**config.mk**
```make
export PLATFORM = sky130hd
export DESIGN_NAME = two_queue_weighted_service_arbiter_core
export DESIGN_NICKNAME = d
export VERILOG_FILES = /design/src/hdl/tqwsa_pkg.sv /design/src/hdl/two_queue_weighted_service_arbiter_core.sv /design/src/hdl/tqwsa_fifo.sv /design/src/hdl/tqwsa_ctrl.sv /design/src/hdl/tqwsa_datapath.sv
export SDC_FILE = /design/constraint.sdc
export NUM_CORES = 1
export LEC_CHECK = 0
export BUFFER_PORTS_ARGS = -buffer_cell sky130_fd_sc_hd__buf_2
export CAP_MARGIN = 40
export CORE_MARGIN = 1.5
export CORE_UTILIZATION = 59
export CTS_CLUSTER_DIAMETER = 50
export CTS_CLUSTER_SIZE = 24
export DETAILED_ROUTE_END_ITERATION = 8
export HOLD_SLACK_MARGIN = 0.12
export PLACE_DENSITY_LB_ADDON = 0.2
export SLEW_MARGIN = 20
export SYNTH_ARGS = -nofsm -noshare
export SYNTH_HDL_FRONTEND = slang
export SYNTH_SLANG_ARGS = --single-unit
```
**constraint.sdc**
```tcl
create_clock -name clk_i -period 5.3 [get_ports clk_i]
set_input_delay 0.795 -clock clk_i [delete_from_list [all_inputs] [get_ports clk_i]]
set_output_delay 0.795 -clock clk_i [all_outputs]
set_load 0.005 [all_outputs]
```
**src/hdl/tqwsa_pkg.sv**
```systemverilog
// ----------------------------------------------------------------------------
// tqwsa_pkg
// Shared types and constants of the two-queue weighted service arbiter.
// ----------------------------------------------------------------------------
package tqwsa_pkg;

  localparam int unsigned QUEUE_DEPTH_DEF = 16;
  localparam int unsigned TAG_WIDTH_DEF   = 16;
  localparam int unsigned OPCODE_W        = 2;
  localparam int unsigned STATUS_W        = 2;
  localparam int unsigned LIMIT_W         = 4;
  localparam logic [LIMIT_W-1:0] LIMIT_RESET = 4'd3;

  typedef enum logic [OPCODE_W-1:0] {
    OP_ENQ_COMMON   = 2'd0,
    OP_ENQ_PRIORITY = 2'd1,
    OP_SERVE        = 2'd2
  } opcode_e;

  typedef enum logic [STATUS_W-1:0] {
    ST_PRIORITY = 2'd0,
    ST_COMMON   = 2'd1,
    ST_WAIT     = 2'd2,
    ST_DROPPED  = 2'd3
  } status_e;

  typedef enum logic [1:0] {
    S_IDLE,
    S_EXEC,
    S_RESP
  } state_e;

  typedef struct packed {
    logic load;
    logic exec;
    logic respond;
  } ctrl_cmd_t;

  typedef struct packed {
    logic has_result;
  } dp_stat_t;

endpackage

```
**src/hdl/two_queue_weighted_service_arbiter_core.sv**
```systemverilog
// ----------------------------------------------------------------------------
// two_queue_weighted_service_arbiter_core
// Burst-limited arbiter over a priority and a common client tag queue.
// ----------------------------------------------------------------------------
// Serves and dropped enqueues strobe done_o in the response state after the
//   execute state; stored enqueues give none. Execute is the one state where no
//   transaction is taken; busy_o is high there and one port per queue is used.
// The receiver cannot stall; each result is valid for one cycle only.
// Reset: queues empty, burst counter zero, burst limit 3; memory not cleared.
module two_queue_weighted_service_arbiter_core #(
  parameter int unsigned QUEUE_DEPTH = tqwsa_pkg::QUEUE_DEPTH_DEF,
  parameter int unsigned TAG_WIDTH   = tqwsa_pkg::TAG_WIDTH_DEF
) (
  input  logic                           clk_i,
  input  logic                           rst_ni,
  input  logic                           start_i,
  output logic                           busy_o,
  input  logic [tqwsa_pkg::OPCODE_W-1:0] opcode_i,
  input  logic [TAG_WIDTH-1:0]           client_tag_i,
  output logic                           done_o,
  output logic [TAG_WIDTH-1:0]           served_tag_o,
  output logic [tqwsa_pkg::STATUS_W-1:0] status_o,
  input  logic                           cfg_valid_i,
  output logic                           cfg_ready_o,
  input  logic [tqwsa_pkg::LIMIT_W-1:0]  cfg_data_i
);
  import tqwsa_pkg::*;

  ctrl_cmd_t cmd;
  dp_stat_t  stat;

  assign cfg_ready_o = 1'b1;

  tqwsa_ctrl u_ctrl (
    .clk_i   (clk_i),
    .rst_ni  (rst_ni),
    .start_i (start_i),
    .stat_i  (stat),
    .cmd_o   (cmd),
    .busy_o  (busy_o)
  );

  tqwsa_datapath #(.QUEUE_DEPTH(QUEUE_DEPTH), .TAG_WIDTH(TAG_WIDTH)) u_datapath (
    .clk_i        (clk_i),
    .rst_ni       (rst_ni),
    .cmd_i        (cmd),
    .stat_o       (stat),
    .opcode_i     (opcode_i),
    .client_tag_i (client_tag_i),
    .cfg_valid_i  (cfg_valid_i),
    .cfg_data_i   (cfg_data_i),
    .served_tag_o (served_tag_o),
    .status_o     (status_o),
    .done_o       (done_o)
  );

endmodule

```
**src/hdl/tqwsa_fifo.sv**
```systemverilog
// ----------------------------------------------------------------------------
// tqwsa_fifo
// Tag FIFO with a memory store, head and tail pointers and an entry count.
// ----------------------------------------------------------------------------
module tqwsa_fifo #(
  parameter int unsigned DEPTH = 16,
  parameter int unsigned WIDTH = 16
) (
  input  logic             clk_i,
  input  logic             rst_ni,
  input  logic             push_i,
  input  logic [WIDTH-1:0] data_i,
  input  logic             pop_i,
  output logic [WIDTH-1:0] rd_data_o,
  output logic             empty_o,
  output logic             full_o
);

  localparam int unsigned PTR_W = (DEPTH > 1) ? $clog2(DEPTH) : 1;
  localparam int unsigned CNT_W = $clog2(DEPTH + 1);
  localparam logic [PTR_W-1:0] PTR_LAST = PTR_W'(DEPTH - 1);
  localparam logic [CNT_W-1:0] CNT_FULL = CNT_W'(DEPTH);

  logic [WIDTH-1:0] mem [DEPTH];
  logic [WIDTH-1:0] rd_data_q;
  logic [PTR_W-1:0] head_q, head_d;
  logic [PTR_W-1:0] tail_q, tail_d;
  logic [CNT_W-1:0] count_q, count_d;

  assign empty_o   = (count_q == '0);
  assign full_o    = (count_q == CNT_FULL);
  assign rd_data_o = rd_data_q;

  always_comb begin
    head_d  = head_q;
    tail_d  = tail_q;
    count_d = count_q;
    if (push_i) begin
      tail_d  = (tail_q == PTR_LAST) ? '0 : tail_q + 1'b1;
      count_d = count_q + 1'b1;
    end else if (pop_i) begin
      head_d  = (head_q == PTR_LAST) ? '0 : head_q + 1'b1;
      count_d = count_q - 1'b1;
    end
  end

  always_ff @(posedge clk_i or negedge rst_ni) begin
    if (!rst_ni) begin
      head_q  <= '0;
      tail_q  <= '0;
      count_q <= '0;
    end else begin
      head_q  <= head_d;
      tail_q  <= tail_d;
      count_q <= count_d;
    end
  end

  always_ff @(posedge clk_i) begin
    if (push_i) begin
      mem[tail_q] <= data_i;
    end
    if (pop_i) begin
      rd_data_q <= mem[head_q];
    end
  end

  a_no_push_full: assert property (@(posedge clk_i) disable iff (!rst_ni)
    push_i |-> !full_o) else $error("push into full queue");
  a_no_pop_empty: assert property (@(posedge clk_i) disable iff (!rst_ni)
    pop_i |-> !empty_o) else $error("pop from empty queue");
  a_no_push_pop: assert property (@(posedge clk_i) disable iff (!rst_ni)
    !(push_i && pop_i)) else $error("push and pop in one cycle");
  a_count_ptrs: assert property (@(posedge clk_i) disable iff (!rst_ni)
    (count_q == '0) |-> (head_q == tail_q)) else $error("pointers disagree");

endmodule

```
**src/hdl/tqwsa_ctrl.sv**
```systemverilog
// ----------------------------------------------------------------------------
// tqwsa_ctrl
// Controller: accept a transaction, execute it, present its result if it has one.
// ----------------------------------------------------------------------------
module tqwsa_ctrl (
  input  logic                 clk_i,
  input  logic                 rst_ni,
  input  logic                 start_i,
  input  tqwsa_pkg::dp_stat_t  stat_i,
  output tqwsa_pkg::ctrl_cmd_t cmd_o,
  output logic                 busy_o
);
  import tqwsa_pkg::*;

  state_e state_q, state_d;
  logic   accept;

  assign accept = start_i && (state_q != S_EXEC);

  always_comb begin
    state_d = state_q;
    unique case (state_q)
      S_IDLE: begin
        if (accept) state_d = S_EXEC;
      end
      S_EXEC: begin
        state_d = stat_i.has_result ? S_RESP : S_IDLE;
      end
      S_RESP: begin
        state_d = accept ? S_EXEC : S_IDLE;
      end
      default: state_d = S_IDLE;
    endcase
  end

  always_comb begin
    cmd_o.load    = accept;
    cmd_o.exec    = (state_q == S_EXEC);
    cmd_o.respond = (state_q == S_RESP);
    busy_o        = (state_q == S_EXEC);
  end

  always_ff @(posedge clk_i or negedge rst_ni) begin
    if (!rst_ni) begin
      state_q <= S_IDLE;
    end else begin
      state_q <= state_d;
    end
  end

endmodule

```
**src/hdl/tqwsa_datapath.sv**
```systemverilog
// ----------------------------------------------------------------------------
// tqwsa_datapath
// Datapath: command registers, both queues, burst counter and result path.
// ----------------------------------------------------------------------------
module tqwsa_datapath #(
  parameter int unsigned QUEUE_DEPTH = tqwsa_pkg::QUEUE_DEPTH_DEF,
  parameter int unsigned TAG_WIDTH   = tqwsa_pkg::TAG_WIDTH_DEF
) (
  input  logic                           clk_i,
  input  logic                           rst_ni,
  input  tqwsa_pkg::ctrl_cmd_t           cmd_i,
  output tqwsa_pkg::dp_stat_t            stat_o,
  input  logic [tqwsa_pkg::OPCODE_W-1:0] opcode_i,
  input  logic [TAG_WIDTH-1:0]           client_tag_i,
  input  logic                           cfg_valid_i,
  input  logic [tqwsa_pkg::LIMIT_W-1:0]  cfg_data_i,
  output logic [TAG_WIDTH-1:0]           served_tag_o,
  output logic [tqwsa_pkg::STATUS_W-1:0] status_o,
  output logic                           done_o
);
  import tqwsa_pkg::*;

  logic [OPCODE_W-1:0]  op_q;
  logic [TAG_WIDTH-1:0] tag_q;
  logic [LIMIT_W-1:0]   limit_q;
  logic [LIMIT_W-1:0]   burst_q, burst_d;
  status_e              status_q, status_d;

  logic push_p, push_c, pop_p, pop_c;
  logic p_empty, p_full, c_empty, c_full;
  logic [TAG_WIDTH-1:0] p_data, c_data;
  logic is_serve, is_drop;

  always_comb begin
    is_serve = 1'b0;
    is_drop  = 1'b0;
    unique case (op_q)
      OP_ENQ_COMMON:   is_drop  = c_full;
      OP_ENQ_PRIORITY: is_drop  = p_full;
      OP_SERVE:        is_serve = 1'b1;
      default: ;
    endcase
  end

  assign stat_o.has_result = is_serve || is_drop;

  always_comb begin
    push_p   = 1'b0;
    push_c   = 1'b0;
    pop_p    = 1'b0;
    pop_c    = 1'b0;
    burst_d  = burst_q;
    status_d = ST_DROPPED;
    if (cmd_i.exec) begin
      if (is_serve) begin
        priority if (c_empty && !p_empty) begin
          pop_p    = 1'b1;
          status_d = ST_PRIORITY;
        end else if (p_empty) begin
          burst_d  = '0;
          pop_c    = !c_empty;
          status_d = c_empty ? ST_WAIT : ST_COMMON;
        end else if (burst_q < limit_q) begin
          burst_d  = burst_q + 1'b1;
          pop_p    = 1'b1;
          status_d = ST_PRIORITY;
        end else begin
          burst_d  = '0;
          pop_c    = 1'b1;
          status_d = ST_COMMON;
        end
      end else begin
        push_c = (op_q == OP_ENQ_COMMON) && !c_full;
        push_p = (op_q == OP_ENQ_PRIORITY) && !p_full;
      end
    end
  end

  always_ff @(posedge clk_i or negedge rst_ni) begin
    if (!rst_ni) begin
      limit_q <= LIMIT_RESET;
      burst_q <= '0;
    end else begin
      if (cfg_valid_i) limit_q <= cfg_data_i;
      burst_q <= burst_d;
    end
  end

  always_ff @(posedge clk_i) begin
    if (cmd_i.load) begin
      op_q  <= opcode_i;
      tag_q <= client_tag_i;
    end
    if (cmd_i.exec) begin
      status_q <= status_d;
    end
  end

  tqwsa_fifo #(.DEPTH(QUEUE_DEPTH), .WIDTH(TAG_WIDTH)) u_prio_fifo (
    .clk_i     (clk_i),
    .rst_ni    (rst_ni),
    .push_i    (push_p),
    .data_i    (tag_q),
    .pop_i     (pop_p),
    .rd_data_o (p_data),
    .empty_o   (p_empty),
    .full_o    (p_full)
  );

  tqwsa_fifo #(.DEPTH(QUEUE_DEPTH), .WIDTH(TAG_WIDTH)) u_common_fifo (
    .clk_i     (clk_i),
    .rst_ni    (rst_ni),
    .push_i    (push_c),
    .data_i    (tag_q),
    .pop_i     (pop_c),
    .rd_data_o (c_data),
    .empty_o   (c_empty),
    .full_o    (c_full)
  );

  always_comb begin
    unique case (status_q)
      ST_PRIORITY: served_tag_o = p_data;
      ST_COMMON:   served_tag_o = c_data;
      default:     served_tag_o = '0;
    endcase
  end

  assign status_o = status_q;
  assign done_o   = cmd_i.respond;

endmodule
```
==> Word-level counts from Yosys, hierarchy flattened <==
Memory sizes are Yosys's and may differ from the RTL's. A register that Yosys moved wholly into a read port is not among the register bits.
Cells that the tools add are included.
Widths: inputs -> output; s select.
{ "op_classes": {"n_addsub": 9, "magnitude_cmp": 1, "eq_ne": 13, "mux": 39, "n_bitwise": 3, "reduce_logical": 19} }
{ "ops": {"columns": ["operator", "count"], "rows": [
  ["$pmux 16 s2", 1],
  ["$mux 4", 6],
  ["$mux 1", 21],
  ["$add 4x1->4 const B", 5],
  ["$mux 5", 4],
  ["$eq 4x4->1 const B", 4],
  ["$add 5x1->5 const B", 2],
  ["$eq 5x5->1 const B", 2],
  ["$logic_not 5->1", 2],
  ["$mux 2", 5],
  ["$sub 5x1->5 const B", 2],
  ["$eq 2x1->1 const B", 3],
  ["$logic_not 2->1", 3],
  ["$pmux 2 s3", 1],
  ["$eq 2x2->1 const B", 2],
  ["$logic_and 1x1->1", 4],
  ["$logic_not 1->1", 4],
  ["$lt 4x4->1", 1],
  ["$ne 2x1->1 const B", 2],
  ["$reduce_and 2->1", 2],
  ["$reduce_bool 2->1", 2],
  ["$not 1->1", 3],
  ["$reduce_and 3->1", 1],
  ["$pmux 1 s2", 1],
  ["$logic_or 1x1->1", 1]
]} }
{ "word_totals": {"register_bits": 56, "ramBits": 512, "out_inout_bits": 21, "word_cells": 98, "n_memories": 2} }
{ "mem_list": {"columns": ["name", "words", "width", "rd", "rd_ports_with_merged_regs", "write_ports", "line", "source"], "rows": [
  ["u_datapath.u_common_fifo.mem", 16, 16, 1, 1, 1, "tqwsa_fifo.sv:24", "logic [WIDTH-1:0] mem [DEPTH];"],
  ["u_datapath.u_prio_fifo.mem", 16, 16, 1, 1, 1, "tqwsa_fifo.sv:24", null]
]} }

==> Longest topological paths before layout <==
{ "depth": {"ltp_word": 8, "mapped_depth": 10, "ltp_nobuf": 9} }

==> Cells and area by module <==
Synthesis repeated with hierarchy kept, for this count alone.
{ "hier_totals": {"cells_unflattened": 1213, "hier_area_um2": 23794.1} }
{ "modules_own_cells": {"columns": ["mod", "n_inst", "cells_per_inst", "area_each_um2"], "rows": [
  ["tqwsa_fifo at u_datapath.u_common_fifo", 1, 544, 11154.4],
  ["tqwsa_fifo at u_datapath.u_prio_fifo", 1, 541, 11109.4],
  ["tqwsa_datapath", 1, 117, 1413.9],
  ["tqwsa_ctrl", 1, 9, 105.1],
  ["two_queue_weighted_service_arbiter_core", 1, 2, 11.3]
]} }

==> Least setup slack after synthesis <==
No wires, ideal clock.
{ "synth_timing": {"kind": "reg2reg", "start": "register u_ctrl.state_q[1]", "end": "memory u_datapath.u_common_fifo.mem[3][0] (enable)", "setup_ns": 0.430, "arrival_time_ns": 2.712, "required_time_ns": 4.870, "path_slack_ns": 2.158, "stages_incl_launch_ff": 5, "n_path_buf": 1, "period_less_slack_ns": 3.142, "cell_sequence": "dfrtp_1 -> nand2b_1 -> a2111o_1 -> buf_2 -> nor4_1"} }
{ "synth_between": {"elab_chain_len": 4} }
{ "synth_lines": {"columns": ["item", "line", "source"], "rows": [
  ["start: declaration", "tqwsa_ctrl.sv:15", "state_e state_q, state_d;"],
  ["start signal: assignment", "tqwsa_ctrl.sv:47", "state_q <= state_d;"],
  ["$eq 2x1->1", "tqwsa_ctrl.sv:38", "cmd_o.exec = (state_q == S_EXEC);"],
  ["$mux 1", "tqwsa_datapath.sv:54", "if (cmd_i.exec) begin"],
  ["$mux 1", "tqwsa_fifo.sv:60", "if (push_i) begin"],
  ["$mux 1 (not written as such)", "tqwsa_fifo.sv:61", "mem[tail_q] <= data_i;"],
  ["end: declaration", "tqwsa_fifo.sv:24", null]
]} }
No other way between the ends.

==> Worst setup path after layout <==
{ "layout_timing": {"start": "register u_ctrl.state_q[1]", "end": "memory u_datapath.u_prio_fifo.mem[0][8] (enable)"} }
{ "layout_between": {"elab_chain_len": 4} }
{ "layout_lines": {"columns": ["item", "line"], "rows": [
  ["$eq 2x1->1", "tqwsa_ctrl.sv:38"],
  ["$mux 1", "tqwsa_datapath.sv:54"],
  ["$mux 1", "tqwsa_fifo.sv:60"],
  ["$mux 1 (not written as such)", "tqwsa_fifo.sv:61"],
  ["end: declaration", "tqwsa_fifo.sv:24"]
]} }
No other way between the ends.

==> impl_metrics.xml <==
<?xml version="1.0" encoding="UTF-8"?>
<metrics>
  <group name="yosys">
    <metric name="synthesis.yosys.warnings" unit="">0</metric>
    <metric name="synth_cells" unit="">1268</metric>
    <metric name="avgSynthCellArea" unit="um2">18.6</metric>
    <metric name="synth-edff-count" unit="">564</metric>
    <metric name="synth.net_count" unit="">1316</metric>
    <metric name="synthTopCellsByArea" unit="">sky130_fd_sc_hd__edfxtp_1 72%, sky130_fd_sc_hd__mux4_2 6.1%, sky130_fd_sc_hd__mux2i_1 5.5%</metric>
    <metric name="share_of_synthesized_flip_flops_with_an_asynchronous_set_or_reset" unit="">0.0600</metric>
    <metric name="ys_dominant_reg_cell" unit="">sky130_fd_sc_hd__edfxtp_1</metric>
    <metric name="synthDominantCellAreaShare" unit="">0.716</metric>
    <metric name="cell_area_after_synthesis" unit="um2">23600</metric>
    <metric name="synth_cell_types" unit="">53</metric>
    <metric name="synth_area_leader_cell" unit="">sky130_fd_sc_hd__edfxtp_1</metric>
    <metric name="synth_seq_cells" unit="">600</metric>
    <metric name="synth_seq_area_share" unit="">0.754</metric>
  </group>
  <group name="sta">
    <metric name="layout_min_cycle_time" unit="ns">2.90</metric>
    <metric name="unrepaired_setup_endpoints_after_global_routing" unit="">false</metric>
    <metric name="maxSlewHeadroom" unit="">0.417</metric>
    <metric name="clock-skew-final" unit="ns">0.0295</metric>
    <metric name="fmax" unit="MHz">345</metric>
    <metric name="timing.setup.tns" unit="ns">0</metric>
    <metric name="timing.final.ws_setup" unit="ns">2.40</metric>
    <metric name="timing.final.setup_violations" unit="">0</metric>
    <metric name="min_period_over_period" unit="">0.547</metric>
    <metric name="slew_violations" unit="">0</metric>
    <metric name="worst-slew-pin-transition" unit="ns">0.873</metric>
    <metric name="final_hold_viol_count" unit="">0</metric>
  </group>
  <group name="placed_design">
    <metric name="io_buffers" unit="">45</metric>
    <metric name="dpl-instance-area" unit="um2">25100</metric>
    <metric name="dpl.hpwl" unit="um">33000</metric>
    <metric name="pre_cts_slack" unit="ns">2.49</metric>
    <metric name="globalplace.congestion" unit="">0.806</metric>
  </group>
  <group name="floorplanning">
    <metric name="die-area" unit="um2">41300</metric>
    <metric name="die-width" unit="um">203</metric>
    <metric name="effective_utilization_at_floorplan" unit="">0.597</metric>
    <metric name="die_h" unit="um">203</metric>
    <metric name="number_of_standard_cell_rows_in_the_floorplan" unit="">73</metric>
    <metric name="io_pins" unit="">47</metric>
    <metric name="core" unit="um2">39600</metric>
  </group>
  <group name="cts">
    <metric name="cts_max_path_buffers" unit="">3</metric>
    <metric name="insertion_delay" unit="ns">0.59</metric>
    <metric name="cts_repair_resize_count" unit="">0</metric>
    <metric name="root_buffer" unit="">sky130_fd_sc_hd__clkbuf_16</metric>
    <metric name="clk_pin_slew_worst_paths" unit="ns">0.08</metric>
    <metric name="tritoncts" unit="">built</metric>
    <metric name="postCtsSetupRepairBufs" unit="">0</metric>
    <metric name="cts_inserted_buffers" unit="">44</metric>
    <metric name="numClockSinks" unit="">600</metric>
    <metric name="htree_num_levels" unit="">2</metric>
    <metric name="cts_hold_buffers" unit="">0</metric>
  </group>
  <group name="power">
    <metric name="netSwitchingPower" unit="mW">3.54</metric>
    <metric name="seq_pwr_share" unit="">0.471</metric>
    <metric name="power_frac_clock" unit="">0.299</metric>
    <metric name="internal_power_consumption" unit="mW">8.57</metric>
    <metric name="power.share.combinational" unit="">0.231</metric>
    <metric name="pwr_density_cell" unit="nW/um2">454</metric>
    <metric name="p_leak" unit="nW">9.12</metric>
    <metric name="post-layout-total-power" unit="mW">12.1</metric>
    <metric name="switching_share" unit="">0.293</metric>
    <metric name="worst_ir_drop_vdd" unit="uV">309</metric>
  </group>
  <group name="finish">
    <metric name="layout_commonest_cell" unit="">sky130_fd_sc_hd__edfxtp_1</metric>
    <metric name="layout-area-overhead-vs-synth" unit="%">12.9</metric>
    <metric name="finish.instance_area" unit="um2">26700</metric>
    <metric name="final-seq-area" unit="um2">17800</metric>
    <metric name="antenna_cells" unit="">0</metric>
    <metric name="multiInputGateArea" unit="um2">5530</metric>
    <metric name="nNetsFinal" unit="">1412</metric>
    <metric name="drive_gt1_frac" unit="">0.217</metric>
    <metric name="commonest_cells_after_routing_fill_and_taps_aside" unit="">564 x sky130_fd_sc_hd__edfxtp_1, 131 x sky130_fd_sc_hd__mux2i_1, 64 x sky130_fd_sc_hd__mux4_2, 64 x sky130_fd_sc_hd__o21ai_0, 50 x sky130_fd_sc_hd__nand2_1</metric>
    <metric name="num-fill-cells" unit="">2541</metric>
  </group>
  <group name="grt">
    <metric name="global_route.overflow_total" unit="">0</metric>
    <metric name="grt_usage" unit="">0.261</metric>
    <metric name="grt_first_pass_wirelength" unit="um">77700</metric>
    <metric name="grt_start_max_net_pins" unit="">55</metric>
    <metric name="first_global_vias" unit="">12200</metric>
    <metric name="antenna_found_initial" unit="">0</metric>
  </group>
  <group name="setup_path">
    <metric name="worstPathMaxFanout" unit="">9</metric>
    <metric name="critical_path_capture_point_type" unit="">register</metric>
    <metric name="timing_worst_setup_path_type" unit="">register to register</metric>
    <metric name="timing.critical_path.from_type" unit="">register</metric>
    <metric name="crit_required" unit="ns">5.57</metric>
    <metric name="worst-endpoint-arrival" unit="ns">3.17</metric>
    <metric name="worstRegToRegCells" unit="">6</metric>
  </group>
  <group name="run_status">
    <metric name="status" unit="">finished, final reports clean</metric>
  </group>
  <group name="routing">
    <metric name="viasPerCell" unit="">6.32</metric>
    <metric name="drt.antenna.violating_nets" unit="">0</metric>
    <metric name="detail_route.drc_violations" unit="">0</metric>
    <metric name="dr.first_iter.drc_count" unit="">1451</metric>
    <metric name="wirelength" unit="um">52900</metric>
    <metric name="via_count_of_the_routed_design" unit="">12200</metric>
    <metric name="drtPass1Iterations" unit="">5</metric>
    <metric name="wire_per_inst" unit="um">27.5</metric>
  </group>
  <group name="hold_path">
    <metric name="worstHoldPathType" unit="">input pin to async pin</metric>
  </group>
  <group name="flow_run">
    <metric name="maxCapViolations" unit="">0</metric>
  </group>
</metrics>
cell usage after synthesis, types with 3 or more instances:
library cell / instances
sky130_fd_sc_hd__inv_1: 18
sky130_fd_sc_hd__a21oi_1: 25
sky130_fd_sc_hd__buf_1: 3
sky130_fd_sc_hd__clkbuf_1: 35
sky130_fd_sc_hd__mux2_2: 23
sky130_fd_sc_hd__nor3_1: 5
sky130_fd_sc_hd__nor4_1: 4
sky130_fd_sc_hd__mux2_4: 3
sky130_fd_sc_hd__edfxtp_1: 564
sky130_fd_sc_hd__and2_1: 23
sky130_fd_sc_hd__a22oi_1: 32
sky130_fd_sc_hd__a221oi_1: 48
sky130_fd_sc_hd__nand3_1: 8
sky130_fd_sc_hd__xnor2_1: 11
sky130_fd_sc_hd__mux4_2: 64
sky130_fd_sc_hd__nor2b_1: 7
sky130_fd_sc_hd__o21ai_0: 64
sky130_fd_sc_hd__a21o_1: 4
sky130_fd_sc_hd__nand2b_1: 8
sky130_fd_sc_hd__nor2_1: 27
sky130_fd_sc_hd__nand2_1: 50
sky130_fd_sc_hd__buf_2: 23
sky130_fd_sc_hd__dfrtp_1: 34
sky130_fd_sc_hd__mux2i_1: 131
sky130_fd_sc_hd__ha_1: 20
state kept, by name (all words and copies together), names as in the netlist:
register	cells
u_datapath.u_common_fifo.count_q	5
u_datapath.u_common_fifo.tail_q	4
u_datapath.u_common_fifo.rd_data_o	16
u_datapath.u_prio_fifo.head_q	4
u_ctrl.state_q	2
u_datapath.burst_q	4
u_datapath.u_prio_fifo.rd_data_o	16
u_datapath.u_common_fifo.head_q	4
u_datapath.u_prio_fifo.tail_q	4
u_datapath.status_o	2
u_datapath.u_common_fifo.mem	256
u_datapath.u_prio_fifo.count_q	5
u_datapath.tag_q	16
u_datapath.op_q	2
u_datapath.u_prio_fifo.mem	256
u_datapath.limit_q	4
power groups by stage:
stage                     clock (mW)  combinational, mW  sequential (mW)
after global routing            3.82               3.01             5.73
final                           3.62               2.79             5.70
after CTS                       3.65               2.79             5.70
after global placement             0               2.47             5.97
after detailed placement           0               2.76             5.81
after floorplan                    0               2.02             5.67
layout make-up:
cell class | instances | share of cell area
clock buffers | 48 | 0.0430
clock inverters | 33 | 0.0157
inverters | 20 | 0.00281
multi-input cells | 586 | 0.207
flip-flops and latches | 600 | 0.669
well taps | 525 | 0.0246
repair buffers | 112 | 0.0382
critical path, cell delays in order (launching register included):
cell and delay (ns):
sky130_fd_sc_hd__dfrtp_1 0.39, sky130_fd_sc_hd__nand2b_1 0.26, sky130_fd_sc_hd__a211oi_4 0.47, sky130_fd_sc_hd__inv_1 0.26
sky130_fd_sc_hd__nor3_1 0.37, sky130_fd_sc_hd__and2_1 0.60, sky130_fd_sc_hd__buf_8 0.24
worst paths after layout:
kind / slack (ns) / from / end
max in group asynchronous: 4.62 / rst_ni / u_datapath.limit_q[0]
min reg2reg: 0.48 / u_ctrl.state_q[0] / u_ctrl.state_q[0]
min: 0.14 / rst_ni / u_datapath.u_common_fifo.head_q[3]
max reg2reg: 2.40 / u_ctrl.state_q[1] / u_datapath.u_prio_fifo.mem[0][8]
max: 2.40 / u_ctrl.state_q[1] / u_datapath.u_prio_fifo.mem[0][8]
min in group clk_i: 0.38 / client_tag_i[1] / u_datapath.tag_q[1]
routing by layer:
metal,track usage,vias up,share of wire
met3,0.0609,72,0.093
li1,-,5299,-
met4,0.0643,0,0.020
met5,0,-,0
met1,0.391,6238,0.43
met2,0.395,544,0.46
through the flow:
stage / util / instances / hold WS [ns]
after floorplan: - / 1268 / 0.426
after global placement: 0.620 / 1809 / 0.436
after detailed placement: 0.633 / 1840 / 0.456
after CTS: 0.672 / 1921 / 0.124
after global routing: 0.673 / 1924 / 0.136
final: 0.673 / 1924 / 0.139
kinds of logic (layout without fill, tap and decap cells):
kind of cell | Yosys count | after routing | synth area share
DFF | 600 | 600 | 0.754
muxes | 221 | 221 | 0.129
AOI/OAI and AO/OA | 191 | 191 | 0.0559
and+or+nand+nor | 139 | 139 | 0.0292
buffers and inverters | 82 | 213 | 0.0144
adders and majority gates | 22 | 22 | 0.0123
xor gates and xnor gates | 12 | 12 | 0.00444
other | 1 | 1 | 0.000159
Power figures use the tool's default switching activity.
